$ cat src/bsm_pkg.sv
// ----------------------------------------------------------------------------
// bsm_pkg
// Shared types and constants for the bank-switch mapper with scanline IRQ.
// ----------------------------------------------------------------------------
`default_nettype none

package bsm_pkg;

    // Field widths
    localparam int CMD_W        = 2;
    localparam int ADDR_W       = 16;
    localparam int DATA_W       = 8;
    localparam int MAP_W        = 21;
    localparam int BANK_W       = 8;
    localparam int PRG_CNT_W    = 9;
    localparam int CHR_SIZE_W   = 19;
    localparam int CFG_DATA_W   = 19;
    localparam int CFG_IDX_W    = 2;
    localparam int NUM_BANK_REGS = 8;
    localparam int BANK_IDX_W   = 3;
    localparam int PRG_OFS_W    = 13;

    // Untranslated pattern address width and remainder unit sizing
    localparam int PAT_W        = 18;
    localparam int DIV_STEPS    = PAT_W;
    localparam int DIV_CNT_W    = $clog2(DIV_STEPS);

    // CPU register decode boundaries
    localparam logic [ADDR_W-1:0] BOUND_SELECT = 16'h9FFF;
    localparam logic [ADDR_W-1:0] BOUND_MIRROR = 16'hBFFF;
    localparam logic [ADDR_W-1:0] BOUND_LATCH  = 16'hDFFF;

    // Pattern window boundaries
    localparam logic [ADDR_W-1:0] PAT_0400 = 16'h0400;
    localparam logic [ADDR_W-1:0] PAT_0800 = 16'h0800;
    localparam logic [ADDR_W-1:0] PAT_0C00 = 16'h0C00;
    localparam logic [ADDR_W-1:0] PAT_1000 = 16'h1000;
    localparam logic [ADDR_W-1:0] PAT_1400 = 16'h1400;
    localparam logic [ADDR_W-1:0] PAT_1800 = 16'h1800;
    localparam logic [ADDR_W-1:0] PAT_1C00 = 16'h1C00;

    // Command codes
    typedef enum logic [CMD_W-1:0] {
        CMD_REG_WRITE = 2'd0,
        CMD_PRG_XLATE = 2'd1,
        CMD_CHR_XLATE = 2'd2,
        CMD_SCANLINE  = 2'd3
    } bsm_cmd_t;

    // Configuration register indexes
    typedef enum logic [CFG_IDX_W-1:0] {
        CFG_PRG_BANK_COUNT  = 2'd0,
        CFG_CHR_SIZE_BYTES  = 2'd1,
        CFG_CHR_IS_RAM      = 2'd2,
        CFG_MIRROR_AT_RESET = 2'd3
    } bsm_cfg_idx_t;

    // Controller states
    typedef enum logic [1:0] {
        ST_IDLE,
        ST_EXEC,
        ST_DIV,
        ST_FINISH
    } bsm_state_t;

    typedef struct packed {
        logic [CMD_W-1:0]  command;
        logic [ADDR_W-1:0] address;
        logic [DATA_W-1:0] data;
    } bsm_in_t;

    typedef struct packed {
        logic [MAP_W-1:0] mapped_address;
        logic             irq_request;
        logic             mirroring;
        logic             no_program_banks;
    } bsm_out_t;

    // Controller to datapath
    typedef struct packed {
        logic load_in;
        logic exec;
        logic div_step;
        logic load_out;
    } bsm_cmd_bus_t;

    // Datapath to controller
    typedef struct packed {
        logic div_needed;
    } bsm_status_t;

endpackage

`default_nettype wire

$ cat src/bsm_ctrl.sv
// ----------------------------------------------------------------------------
// bsm_ctrl
// Sequencer: accepts a word, runs execute and, when needed, the remainder
// steps, and hands the result to the output register.
// ----------------------------------------------------------------------------
`default_nettype none

module bsm_ctrl
    import bsm_pkg::*;
(
    input  wire logic         clk,
    input  wire logic         rst_n,
    input  wire logic         in_valid,
    output logic              in_ready,
    output logic              out_valid,
    input  wire logic         out_ready,
    output bsm_cmd_bus_t      cmd,
    input  wire bsm_status_t  status
);

    bsm_state_t             state_reg, state_next;
    logic [DIV_CNT_W-1:0]   cnt_reg, cnt_next;
    logic                   out_valid_reg, out_valid_next;

    // State, step counter and output valid
    always_ff @(posedge clk or negedge rst_n)
    begin
        if (!rst_n)
        begin
            state_reg     <= ST_IDLE;
            cnt_reg       <= '0;
            out_valid_reg <= 1'b0;
        end
        else
        begin
            state_reg     <= state_next;
            cnt_reg       <= cnt_next;
            out_valid_reg <= out_valid_next;
        end
    end

    // Next state and commands
    always_comb
    begin
        state_next = state_reg;
        cnt_next   = cnt_reg;
        cmd        = '0;
        in_ready   = 1'b0;
        case (state_reg)
            ST_IDLE:
            begin
                in_ready = 1'b1;
                if (in_valid)
                begin
                    cmd.load_in = 1'b1;
                    state_next  = ST_EXEC;
                end
            end
            ST_EXEC:
            begin
                cmd.exec = 1'b1;
                if (status.div_needed)
                begin
                    cnt_next   = DIV_CNT_W'(DIV_STEPS - 1);
                    state_next = ST_DIV;
                end
                else
                begin
                    state_next = ST_FINISH;
                end
            end
            ST_DIV:
            begin
                cmd.div_step = 1'b1;
                if (cnt_reg == '0)
                    state_next = ST_FINISH;
                else
                    cnt_next = cnt_reg - 1'b1;
            end
            ST_FINISH:
            begin
                // Wait for the output register to free up
                if (!out_valid_reg || out_ready)
                begin
                    cmd.load_out = 1'b1;
                    state_next   = ST_IDLE;
                end
            end
            default:
            begin
                state_next = ST_IDLE;
            end
        endcase
    end

    // Hold the result word until taken
    always_comb
    begin
        if (cmd.load_out)
            out_valid_next = 1'b1;
        else if (out_ready)
            out_valid_next = 1'b0;
        else
            out_valid_next = out_valid_reg;
    end

    assign out_valid = out_valid_reg;

endmodule

`default_nettype wire

$ cat src/bsm_datapath.sv
// ----------------------------------------------------------------------------
// bsm_datapath
// Mapper registers, address translation, scanline counter and a
// bit-serial remainder unit for the pattern size modulus.
// ----------------------------------------------------------------------------
`default_nettype none

module bsm_datapath
    import bsm_pkg::*;
(
    input  wire logic                   clk,
    input  wire logic                   rst_n,
    input  wire bsm_in_t                in_word,
    output bsm_out_t                    out_word,
    input  wire logic                   cfg_we,
    input  wire logic [CFG_IDX_W-1:0]   cfg_index,
    input  wire logic [CFG_DATA_W-1:0]  cfg_data,
    input  wire bsm_cmd_bus_t           cmd,
    output bsm_status_t                 status
);

    // Configuration
    logic [PRG_CNT_W-1:0]   prg_banks_reg;
    logic [CHR_SIZE_W-1:0]  chr_size_reg;
    logic                   chr_ram_reg;

    // Mapper state
    logic [BANK_W-1:0]      bank_select_reg, bank_select_next;
    logic [BANK_W-1:0]      bank_regs_reg [NUM_BANK_REGS];
    logic                   bank_we;
    logic [BANK_W-1:0]      bank_wdata;
    logic                   mirror_reg, mirror_next;
    logic [BANK_W-1:0]      latch_reg, latch_next;
    logic [BANK_W-1:0]      count_reg, count_next;
    logic                   reload_reg, reload_next;
    logic                   enabled_reg, enabled_next;
    logic                   pending_reg, pending_next;

    // Item and result
    bsm_in_t                item_reg;
    logic [MAP_W-1:0]       result_reg, result_next;
    logic                   no_banks_reg, no_banks_next;
    logic                   use_rem_reg, use_rem_next;
    logic [PAT_W-1:0]       dividend_reg;
    logic [CHR_SIZE_W-1:0]  rem_reg;
    bsm_out_t               out_word_reg;

    // Combinational helpers
    bsm_cmd_t               item_cmd;
    logic [ADDR_W-1:0]      a;
    logic                   odd;
    logic [BANK_W-1:0]      prg_mask, prg_second, prg_bank;
    logic [PAT_W-1:0]       pat_addr;
    logic [CHR_SIZE_W:0]    trial, trial_sub;
    logic [CHR_SIZE_W-1:0]  rem_next_val;

    assign item_cmd = bsm_cmd_t'(item_reg.command);
    assign a        = item_reg.address;
    assign odd      = a[0];

    assign status.div_needed = (item_cmd == CMD_CHR_XLATE) && !chr_ram_reg
                               && (chr_size_reg != '0);

    // Program window translation
    always_comb
    begin
        prg_mask   = BANK_W'(prg_banks_reg - PRG_CNT_W'(1));
        prg_second = BANK_W'(prg_banks_reg - PRG_CNT_W'(2));
        if (a <= BOUND_SELECT)
            prg_bank = bank_select_reg[6] ? prg_second : (bank_regs_reg[6] & prg_mask);
        else if (a <= BOUND_MIRROR)
            prg_bank = bank_regs_reg[7] & prg_mask;
        else if (a <= BOUND_LATCH)
            prg_bank = bank_select_reg[6] ? (bank_regs_reg[6] & prg_mask) : prg_second;
        else
            prg_bank = prg_mask;
    end

    // Pattern window translation, before the size modulus
    always_comb
    begin
        if (!bank_select_reg[7])
        begin
            if (a < PAT_0800)
                pat_addr = {bank_regs_reg[0][7:1], a[10:0]};
            else if (a < PAT_1000)
                pat_addr = {bank_regs_reg[1][7:1], a[10:0]};
            else if (a < PAT_1400)
                pat_addr = {bank_regs_reg[2], a[9:0]};
            else if (a < PAT_1800)
                pat_addr = {bank_regs_reg[3], a[9:0]};
            else if (a < PAT_1C00)
                pat_addr = {bank_regs_reg[4], a[9:0]};
            else
                pat_addr = {bank_regs_reg[5], a[9:0]};
        end
        else
        begin
            if (a < PAT_0400)
                pat_addr = {bank_regs_reg[2], a[9:0]};
            else if (a < PAT_0800)
                pat_addr = {bank_regs_reg[3], a[9:0]};
            else if (a < PAT_0C00)
                pat_addr = {bank_regs_reg[4], a[9:0]};
            else if (a < PAT_1000)
                pat_addr = {bank_regs_reg[5], a[9:0]};
            else if (a < PAT_1800)
                pat_addr = {bank_regs_reg[0][7:1], a[10:0]};
            else
                pat_addr = {bank_regs_reg[1][7:1], a[10:0]};
        end
    end

    // Execute: register writes, scanline tick and direct results
    always_comb
    begin
        bank_select_next = bank_select_reg;
        bank_we          = 1'b0;
        bank_wdata       = item_reg.data;
        mirror_next      = mirror_reg;
        latch_next       = latch_reg;
        count_next       = count_reg;
        reload_next      = reload_reg;
        enabled_next     = enabled_reg;
        pending_next     = pending_reg;
        result_next      = '0;
        no_banks_next    = 1'b0;
        use_rem_next     = 1'b0;
        case (item_cmd)
            CMD_REG_WRITE:
            begin
                if (a <= BOUND_SELECT)
                begin
                    if (!odd)
                        bank_select_next = item_reg.data;
                    else
                        bank_we = 1'b1;
                end
                else if (a <= BOUND_MIRROR)
                begin
                    if (!odd)
                        mirror_next = ~item_reg.data[0];
                end
                else if (a <= BOUND_LATCH)
                begin
                    if (!odd)
                    begin
                        latch_next = item_reg.data;
                    end
                    else
                    begin
                        count_next  = '0;
                        reload_next = 1'b1;
                    end
                end
                else
                begin
                    if (!odd)
                    begin
                        pending_next = 1'b0;
                        enabled_next = 1'b0;
                    end
                    else
                    begin
                        enabled_next = 1'b1;
                    end
                end
            end
            CMD_PRG_XLATE:
            begin
                if (prg_banks_reg == '0)
                    no_banks_next = 1'b1;
                else
                    result_next = {prg_bank, a[PRG_OFS_W-1:0]};
            end
            CMD_CHR_XLATE:
            begin
                if (chr_ram_reg)
                    result_next = MAP_W'(a[PRG_OFS_W-1:0]);
                else
                    use_rem_next = (chr_size_reg != '0);
            end
            CMD_SCANLINE:
            begin
                // Reload on flag or zero, else count down and flag at zero if enabled
                if (reload_reg || (count_reg == '0))
                begin
                    count_next  = latch_reg;
                    reload_next = 1'b0;
                end
                else
                begin
                    count_next = count_reg - 1'b1;
                    if ((count_reg == BANK_W'(1)) && enabled_reg)
                        pending_next = 1'b1;
                end
            end
            default:
            begin
                result_next = '0;
            end
        endcase
    end

    // One restoring remainder step
    always_comb
    begin
        trial     = {rem_reg, dividend_reg[PAT_W-1]};
        trial_sub = trial - {1'b0, chr_size_reg};
        if (trial >= {1'b0, chr_size_reg})
            rem_next_val = trial_sub[CHR_SIZE_W-1:0];
        else
            rem_next_val = trial[CHR_SIZE_W-1:0];
    end

    // Configuration and control-state registers
    always_ff @(posedge clk or negedge rst_n)
    begin
        if (!rst_n)
        begin
            prg_banks_reg   <= PRG_CNT_W'(32);
            chr_size_reg    <= CHR_SIZE_W'(131072);
            chr_ram_reg     <= 1'b0;
            bank_select_reg <= '0;
            mirror_reg      <= 1'b0;
            latch_reg       <= '0;
            count_reg       <= '0;
            reload_reg      <= 1'b0;
            enabled_reg     <= 1'b0;
            pending_reg     <= 1'b0;
            for (int i = 0; i < NUM_BANK_REGS; i++)
                bank_regs_reg[i] <= '0;
        end
        else
        begin
            if (cfg_we)
            begin
                case (bsm_cfg_idx_t'(cfg_index))
                    CFG_PRG_BANK_COUNT:  prg_banks_reg <= cfg_data[PRG_CNT_W-1:0];
                    CFG_CHR_SIZE_BYTES:  chr_size_reg  <= cfg_data[CHR_SIZE_W-1:0];
                    CFG_CHR_IS_RAM:      chr_ram_reg   <= cfg_data[0];
                    CFG_MIRROR_AT_RESET: mirror_reg    <= cfg_data[0];
                    default:             chr_ram_reg   <= chr_ram_reg;
                endcase
            end
            else if (cmd.exec)
            begin
                bank_select_reg <= bank_select_next;
                mirror_reg      <= mirror_next;
                latch_reg       <= latch_next;
                count_reg       <= count_next;
                reload_reg      <= reload_next;
                enabled_reg     <= enabled_next;
                pending_reg     <= pending_next;
                if (bank_we)
                    bank_regs_reg[bank_select_reg[BANK_IDX_W-1:0]] <= bank_wdata;
            end
        end
    end

    // Payload: item, result, remainder and output word
    always_ff @(posedge clk)
    begin
        if (cmd.load_in)
            item_reg <= in_word;
        if (cmd.exec)
        begin
            result_reg   <= result_next;
            no_banks_reg <= no_banks_next;
            use_rem_reg  <= use_rem_next;
            dividend_reg <= pat_addr;
            rem_reg      <= '0;
        end
        else if (cmd.div_step)
        begin
            dividend_reg <= {dividend_reg[PAT_W-2:0], 1'b0};
            rem_reg      <= rem_next_val;
        end
        if (cmd.load_out)
        begin
            out_word_reg.mapped_address   <= use_rem_reg ? MAP_W'(rem_reg) : result_reg;
            out_word_reg.irq_request      <= pending_reg;
            out_word_reg.mirroring        <= mirror_reg;
            out_word_reg.no_program_banks <= no_banks_reg;
        end
    end

    assign out_word = out_word_reg;

endmodule

`default_nettype wire

$ cat src/bank_switch_mapper_scanline_irq_unit.sv
// ----------------------------------------------------------------------------
// bank_switch_mapper_scanline_irq_unit
// Cartridge bank-switch mapper with a scanline interrupt counter.
// ----------------------------------------------------------------------------
//  Channel   Signals                          Dir  Word
//  in        in_valid / in_ready / in_word    in   command, address, data
//  out       out_valid / out_ready / out_word out  mapped_address, irq, mirroring,
//                                                  no_program_banks
//  cfg       cfg_we / cfg_index / cfg_data    in   config register write
//
//  One word at a time. Register writes, program translations, scanline
//  ticks and pattern RAM pass from execute straight to the output
//  register; pattern ROM translation with a nonzero size runs the 18
//  one-bit steps of the remainder unit in between. A stalled result sits
//  in the output register while the next word is accepted; the sequencer
//  waits only to hand over its result.
//  Reset is asynchronous, active low; config registers return to defaults.
// ----------------------------------------------------------------------------
`default_nettype none

module bank_switch_mapper_scanline_irq_unit
    import bsm_pkg::*;
(
    input  wire logic                   clk,
    input  wire logic                   rst_n,
    input  wire logic                   in_valid,
    output logic                        in_ready,
    input  wire bsm_in_t                in_word,
    output logic                        out_valid,
    input  wire logic                   out_ready,
    output bsm_out_t                    out_word,
    input  wire logic                   cfg_we,
    input  wire logic [CFG_IDX_W-1:0]   cfg_index,
    input  wire logic [CFG_DATA_W-1:0]  cfg_data
);

    bsm_cmd_bus_t cmd;
    bsm_status_t  status;

    // Sequencer
    bsm_ctrl u_ctrl (
        .clk       (clk),
        .rst_n     (rst_n),
        .in_valid  (in_valid),
        .in_ready  (in_ready),
        .out_valid (out_valid),
        .out_ready (out_ready),
        .cmd       (cmd),
        .status    (status)
    );

    // Registers, translation and remainder unit
    bsm_datapath u_datapath (
        .clk       (clk),
        .rst_n     (rst_n),
        .in_word   (in_word),
        .out_word  (out_word),
        .cfg_we    (cfg_we),
        .cfg_index (cfg_index),
        .cfg_data  (cfg_data),
        .cmd       (cmd),
        .status    (status)
    );

endmodule

`default_nettype wire
$ cat config.mk
export PLATFORM = sky130hd
export DESIGN_NAME = bank_switch_mapper_scanline_irq_unit
export DESIGN_NICKNAME = d
export VERILOG_FILES = /design/src/bsm_pkg.sv /design/src/bsm_ctrl.sv /design/src/bsm_datapath.sv /design/src/bank_switch_mapper_scanline_irq_unit.sv
export SDC_FILE = /design/constraint.sdc
export NUM_CORES = 1
export LEC_CHECK = 0
export BUFFER_PORTS_ARGS = -buffer_cell sky130_fd_sc_hd__buf_2
export CAP_MARGIN = 20
export CORE_MARGIN = 10
export CORE_UTILIZATION = 65
export DETAILED_ROUTE_END_ITERATION = 7
export GPL_ROUTABILITY_DRIVEN = 0
export HOLD_SLACK_MARGIN = 0.05
export PLACE_DENSITY = 0.85
export REMOVE_ABC_BUFFERS = 1
export SKIP_CTS_REPAIR_TIMING = 1
export SYNTH_ARGS = -nofsm -noshare
export SYNTH_HDL_FRONTEND = slang
export SYNTH_HIERARCHICAL = 1
export SYNTH_SLANG_ARGS = --single-unit
$ cat constraint.sdc
create_clock -name clk -period 8.4 [get_ports clk]
set_input_delay 0.42 -clock clk [delete_from_list [all_inputs] [get_ports clk]]
set_output_delay 0.42 -clock clk [all_outputs]
set_load 0.01 [all_outputs]
# After elaboration in Yosys (flattened, before gate mapping)
# Index checks and enable logic that the tools add are counted.
dict set report word_totals {
  wordCells 198
  reg_bits 239
}
dict set report classes {
  reduce_logical 36
  magnitude_cmp 13
  muxes 73
  n_eq_ne 27
  bitwise 10
  addsub 5
}
# operator count
set op_table {}
lappend op_table {{$mux W18} 13}
lappend op_table {{$mux W8} 11}
lappend op_table {{$bwmux W64} 1}
lappend op_table {{$lt A16 B13 Y1 const B} 4}
lappend op_table {{$le A16 B16 Y1 const B} 3}
lappend op_table {{$pmux W21 S2} 1}
lappend op_table {{$mux W19} 2}
lappend op_table {{$lt A16 B12 Y1 const B} 2}
lappend op_table {{$mux W1} 32}
lappend op_table {{$demux W8 S3} 1}
lappend op_table {{$mux W21} 1}
lappend op_table {{$ge A20 B19 Y1} 1}
lappend op_table {{$ne A2 B2 Y1 const B} 10}
lappend op_table {{$reduce_bool A19 Y1} 1}
lappend op_table {{$sub A19 B19 Y19} 1}
lappend op_table {{$and A8 B8 Y8} 2}
lappend op_table {{$lt A16 B11 Y1 const B} 1}
lappend op_table {{$pmux W8 S2} 1}
lappend op_table {{$sub A8 B1 Y8 const B} 2}
lappend op_table {{$ne A2 B1 Y1 const B} 7}
lappend op_table {{$reduce_and A7 Y1} 2}
lappend op_table {{$reduce_bool A2 Y1} 7}
lappend op_table {{$mux W13} 1}
lappend op_table {{$eq A2 B2 Y1 const B} 6}
lappend op_table {{27 further kinds} 51}

# Logic depth before layout (Yosys ltp)
dict set report depth {
  ltp_word 8
  depth_mapped 12
  mapped_depth_nobuf 11
}

# Modules after synthesis
# The synthesis kept the hierarchy.
# module cells_each area_each_um2 seq_area_each_um2 n_inst
set modules_own_cells {}
lappend modules_own_cells {bsm_datapath 1037 11717.5 6018.3 1}
lappend modules_own_cells {bsm_ctrl 57 575.6 200.2 1}

# Worst setup path before layout
# OpenSTA, ideal clock, no wires.
dict set report synth_path {
  kind {reg2reg}
  start {reg u_ctrl.state_reg[1]}
  end {reg u_datapath/bank_regs_reg[33] (netlist name)}
  setup_time_ps 125
  n_path_buf 1
  path_stages_with_launch 10
  t_arrival_ps 2905
  slack_ps 5370
  required_ps 8275
  cell_sequence {dfrtp_1 inv_1 ha_1 inv_1 nor2_2 nand4_2 or2_1 buf_2 nor3b_4 mux2_2}
}
# item line
set synth_lines {}
lappend synth_lines {{start: declaration} bsm_ctrl.sv:21} ;# bsm_state_t state_reg, state_next;
lappend synth_lines {{start signal: assignment} bsm_ctrl.sv:36} ;# state_reg <= state_next;
lappend synth_lines {{end signal: indexed assignment} bsm_datapath.sv:256} ;# bank_regs_reg[bank_select_reg[BANK_IDX_W-1:0]] <= bank_wdata;
lappend synth_lines {{end: declaration} bsm_datapath.sv:29} ;# logic [BANK_W-1:0] bank_regs_reg [NUM_BANK_REGS];

==> impl_metrics.py <==
metrics = {
    "yosys": {
        "synth.avg_cell_area_um2": 11.2,
        "netlist-cell-type-count": 89,
        "syn_area_um2": 12300,
        "yosys.area_share.xor_xnor": 0.0114,
        "post_synthesis_compound_gate_area_fraction": 0.138,
        "main_combinational_cell_family_by_area_after_synthesis": "multiplexers",
        "synth-warning-count": 6,
        "synth_top_flop_cell": "dfrtp_1",
        "synth_mux_area_frac": 0.148,
        "synth_seq_cells": 234,
        "synth_sequential_area_ratio": 0.506,
        "async_flop_share": 0.530,
        "synth.top_cell.area_share": 0.248,
        "yosys-top-cells-area": "dfrtp_1 25%, edfxtp_1 22%, mux2_2 12%",
        "synth_fa_ha_area_frac": 0.0373,
        "synth_common_cells": "133 x mux2_2, 122 x dfrtp_1, 91 x edfxtp_1, 84 x nand2_1, 71 x nor2_1",
        "yosysMostFrequentCell": "mux2_2",
        "netlist_instances": 1094,
        "synth_simple_gate_area_frac": 0.128,
        "number_of_synthesized_flops_with_an_enable_pin": 91,
        "post_synth_top_area_cell": "dfrtp_1",
    },
    "detailed_routing": {
        "drt_pre_antenna_iters": 7,
        "drt_wl_total_mm": 28.8,
        "detail_route.iter0.violations": 856,
        "drt-vias-per-instance": 6.35,
        "remaining_drc_errors": 0,
        "wire_per_inst_um": 20.5,
        "postRouteAntennaNets": 0,
        "route.vias.total": 8934,
    },
    "timing": {
        "tightest_slew_ps": 1040,
        "hold_viol": 0,
        "report.final.slew_viol_count": 0,
        "slew_hr": 0.303,
        "post-route-period-util": 0.415,
        "timing.hold.ws_ps": 25.5,
        "totalNegativeSetupSlack_ps": 0,
        "period_minus_slack_ps": 3490,
        "finalSetupViolations": 0,
        "finalWorstSetupSlack_ps": 4910,
        "achievable-frequency_mhz": 287,
        "rsz0062_at_grt": "no",
        "worst_clock_skew_ps": 20.4,
    },
    "power_and_ir_drop": {
        "cellLeakagePower_nw": 5.81,
        "clockPowerShare": 0.262,
        "p_per_area_nw_per_um2": 326,
        "switching_power_w": 0.00155,
        "p_comb_frac": 0.325,
        "cellInternalPower_w": 0.00290,
        "share_seq_of_total_power": 0.413,
        "worst_ir_drop_vdd_v": 0.000185,
        "switching_share": 0.349,
    },
    "global_routing": {
        "grt_max_degree": 73,
        "overflow": 0,
        "antenna_found_initial": 1,
        "grt_usage": 0.232,
        "wire_length_of_the_first_global_routing_pass_mm": 46.6,
        "grt_pass1_vias": 8824,
    },
    "die": {
        "die_width_um": 158,
        "core_region_area_um2": 18600,
        "dieHeight_um": 158,
        "floorplan.io_pins": 78,
        "floorplan.initialDensity": 0.659,
        "die-area_um2": 24800,
        "placement_rows": 50,
    },
    "cells_and_area": {
        "n_antenna_cell": 0,
        "final_layout_size_suffix_gt1_frac": 0.255,
        "flip_flop_count_of_the_largest_register_all_copies_and_words_added": 62,
        "nFillCells": 1262,
        "layout.nets": 1242,
        "layout.cells.non_filler": 1407,
        "area_growth_pct": 11.3,
    },
    "setup_path": {
        "critPathKind": "flip-flop to flip-flop",
        "cpMaxStageDelayCell": "buf_4",
        "cp.required_ps": 8800,
        "worstSetupStartpointType": "flip-flop",
        "max_stage_delay_ps": 480,
        "timing.critical_path.mode_cell": "inv_1",
        "crit_chain": "inv_1, ha_2, buf_4, inv_1, nor2_2, nand4_2, or2_1, nor3b_4, mux2_2",
        "worst-endpoint-arrival_ps": 3890,
        "path_max_fanout": 48,
        "critical_path.endpoint_type": "flip-flop",
        "reg2reg_slack_ps": 4910,
    },
    "placed_design": {
        "io_buffers": 77,
        "pre_cts_ws_ps": 4920,
        "dp_hpwl_mm": 19.9,
        "place_inst": 1361,
    },
    "clock_network": {
        "clk_pin_slew_ps": 60,
        "worstSkewPairLatency_ps": 530,
        "tritoncts": "yes",
        "cts_max_level": 1,
        "numClockSinks": 234,
        "numCtsBuffers": 25,
        "clock_tree.buffer_depth": 3,
        "cts.root.buffer_cell": "clkbuf_16",
    },
    "min_path": {
        "worstHoldPathType": "primary input to async pin",
    },
    "job": {
        "timing.max_cap.violations": 0,
    },
    "outcome": {
        "run_status": "finished, final reports clean",
    },
}
final cells by class:
type	instances	area [um^2]	area share
multi-input combinational	766	5680	0.415
inverter	41	154	0.0112
sequential	234	6220	0.454
clock inverter	16	216	0.0158
clock buffer	30	664	0.0485
timing repair buffer	86	455	0.0333
tap	234	293	0.0214
layout by cell type, fill, tap and decap left out, drive strengths merged, types with 13 or more instances in the layout:
cell type  synthesis  layout
nor3              20      20
nor2              74      74
and2              19      19
clkbuf            34      30
nand2b            13      13
dfrtp            122     122
edfxtp            91      91
inv               41      42
mux2i             24      24
nand2             86      86
nor2b             16      16
o21ai             75      75
a21oi             52      52
a211oi            28      28
mux2             134     134
dfxtp             19      19
nand3             24      24
buf               19      86
ha                35      35
stage by stage:
step	total power (W)	utilization	instance area, um^2
floorplan	0.00283	-	12100
global placement	0.00321	0.687	12800
detailed placement	0.00327	0.687	12800
CTS	0.00445	0.734	13700
global route	0.00470	0.734	13700
finish	0.00446	0.734	13700
worst max-delay path: cells and delay by family, from the launching register on:
kind	cells	cell delay, ps
mux	1	400
buf+inv	3	1020
simple gates	4	1350
flops	1	420
fa+ha+maj	1	170
power groups by stage:
stage | logic [W] | registers (W) | clock network [W]
final | 0.00145 | 0.00184 | 0.00117
after global routing | 0.00159 | 0.00188 | 0.00123
after CTS | 0.00144 | 0.00183 | 0.00118
after detailed placement | 0.00142 | 0.00185 | 0
after global placement | 0.00137 | 0.00184 | 0
after floorplan | 0.00104 | 0.00179 | 0
metal layers:
layer,track usage,wire length [um],part of all wire,up-vias
met3,0.0349,1970,0.069,65
li1,-,-,-,4160
met2,0.377,13700,0.47,393
met1,0.313,12300,0.43,4316
met5,0,0,0,-
met4,0.0748,873,0.030,0
worst paths after layout:
kind	start	to	depth (start not counted)
min reg2reg	u_datapath/no_banks_reg$_SDFFCE_PN0P_	u_datapath/out_word[0]$_DFFE_PP_	0
max in group asynchronous	rst_n	u_datapath/chr_size_reg[14]$_DFFE_PN0P_	2
min	rst_n	u_datapath/bank_regs_reg[49]$_DFFE_PN0P_	1
max reg2reg	u_ctrl/state_reg[1]$_DFFE_PN0P_	u_datapath/bank_regs_reg[37]$_DFFE_PN0P_	9
min in group clk	in_word[24]	u_datapath/item_cmd[0]$_DFFE_PP_	1
max	u_ctrl/state_reg[1]$_DFFE_PN0P_	u_datapath/bank_regs_reg[37]$_DFFE_PN0P_	9
cells by family (layout without fill, tap and decap cells):
kind of cell	Yosys count	count (layout)
buf+inv	94	173
compound gates	250	250
mux	161	161
simple gates	303	303
xor+xnor	16	16
fa+ha+maj	36	36
flops	234	234
(Power assumes the default switching activity.)
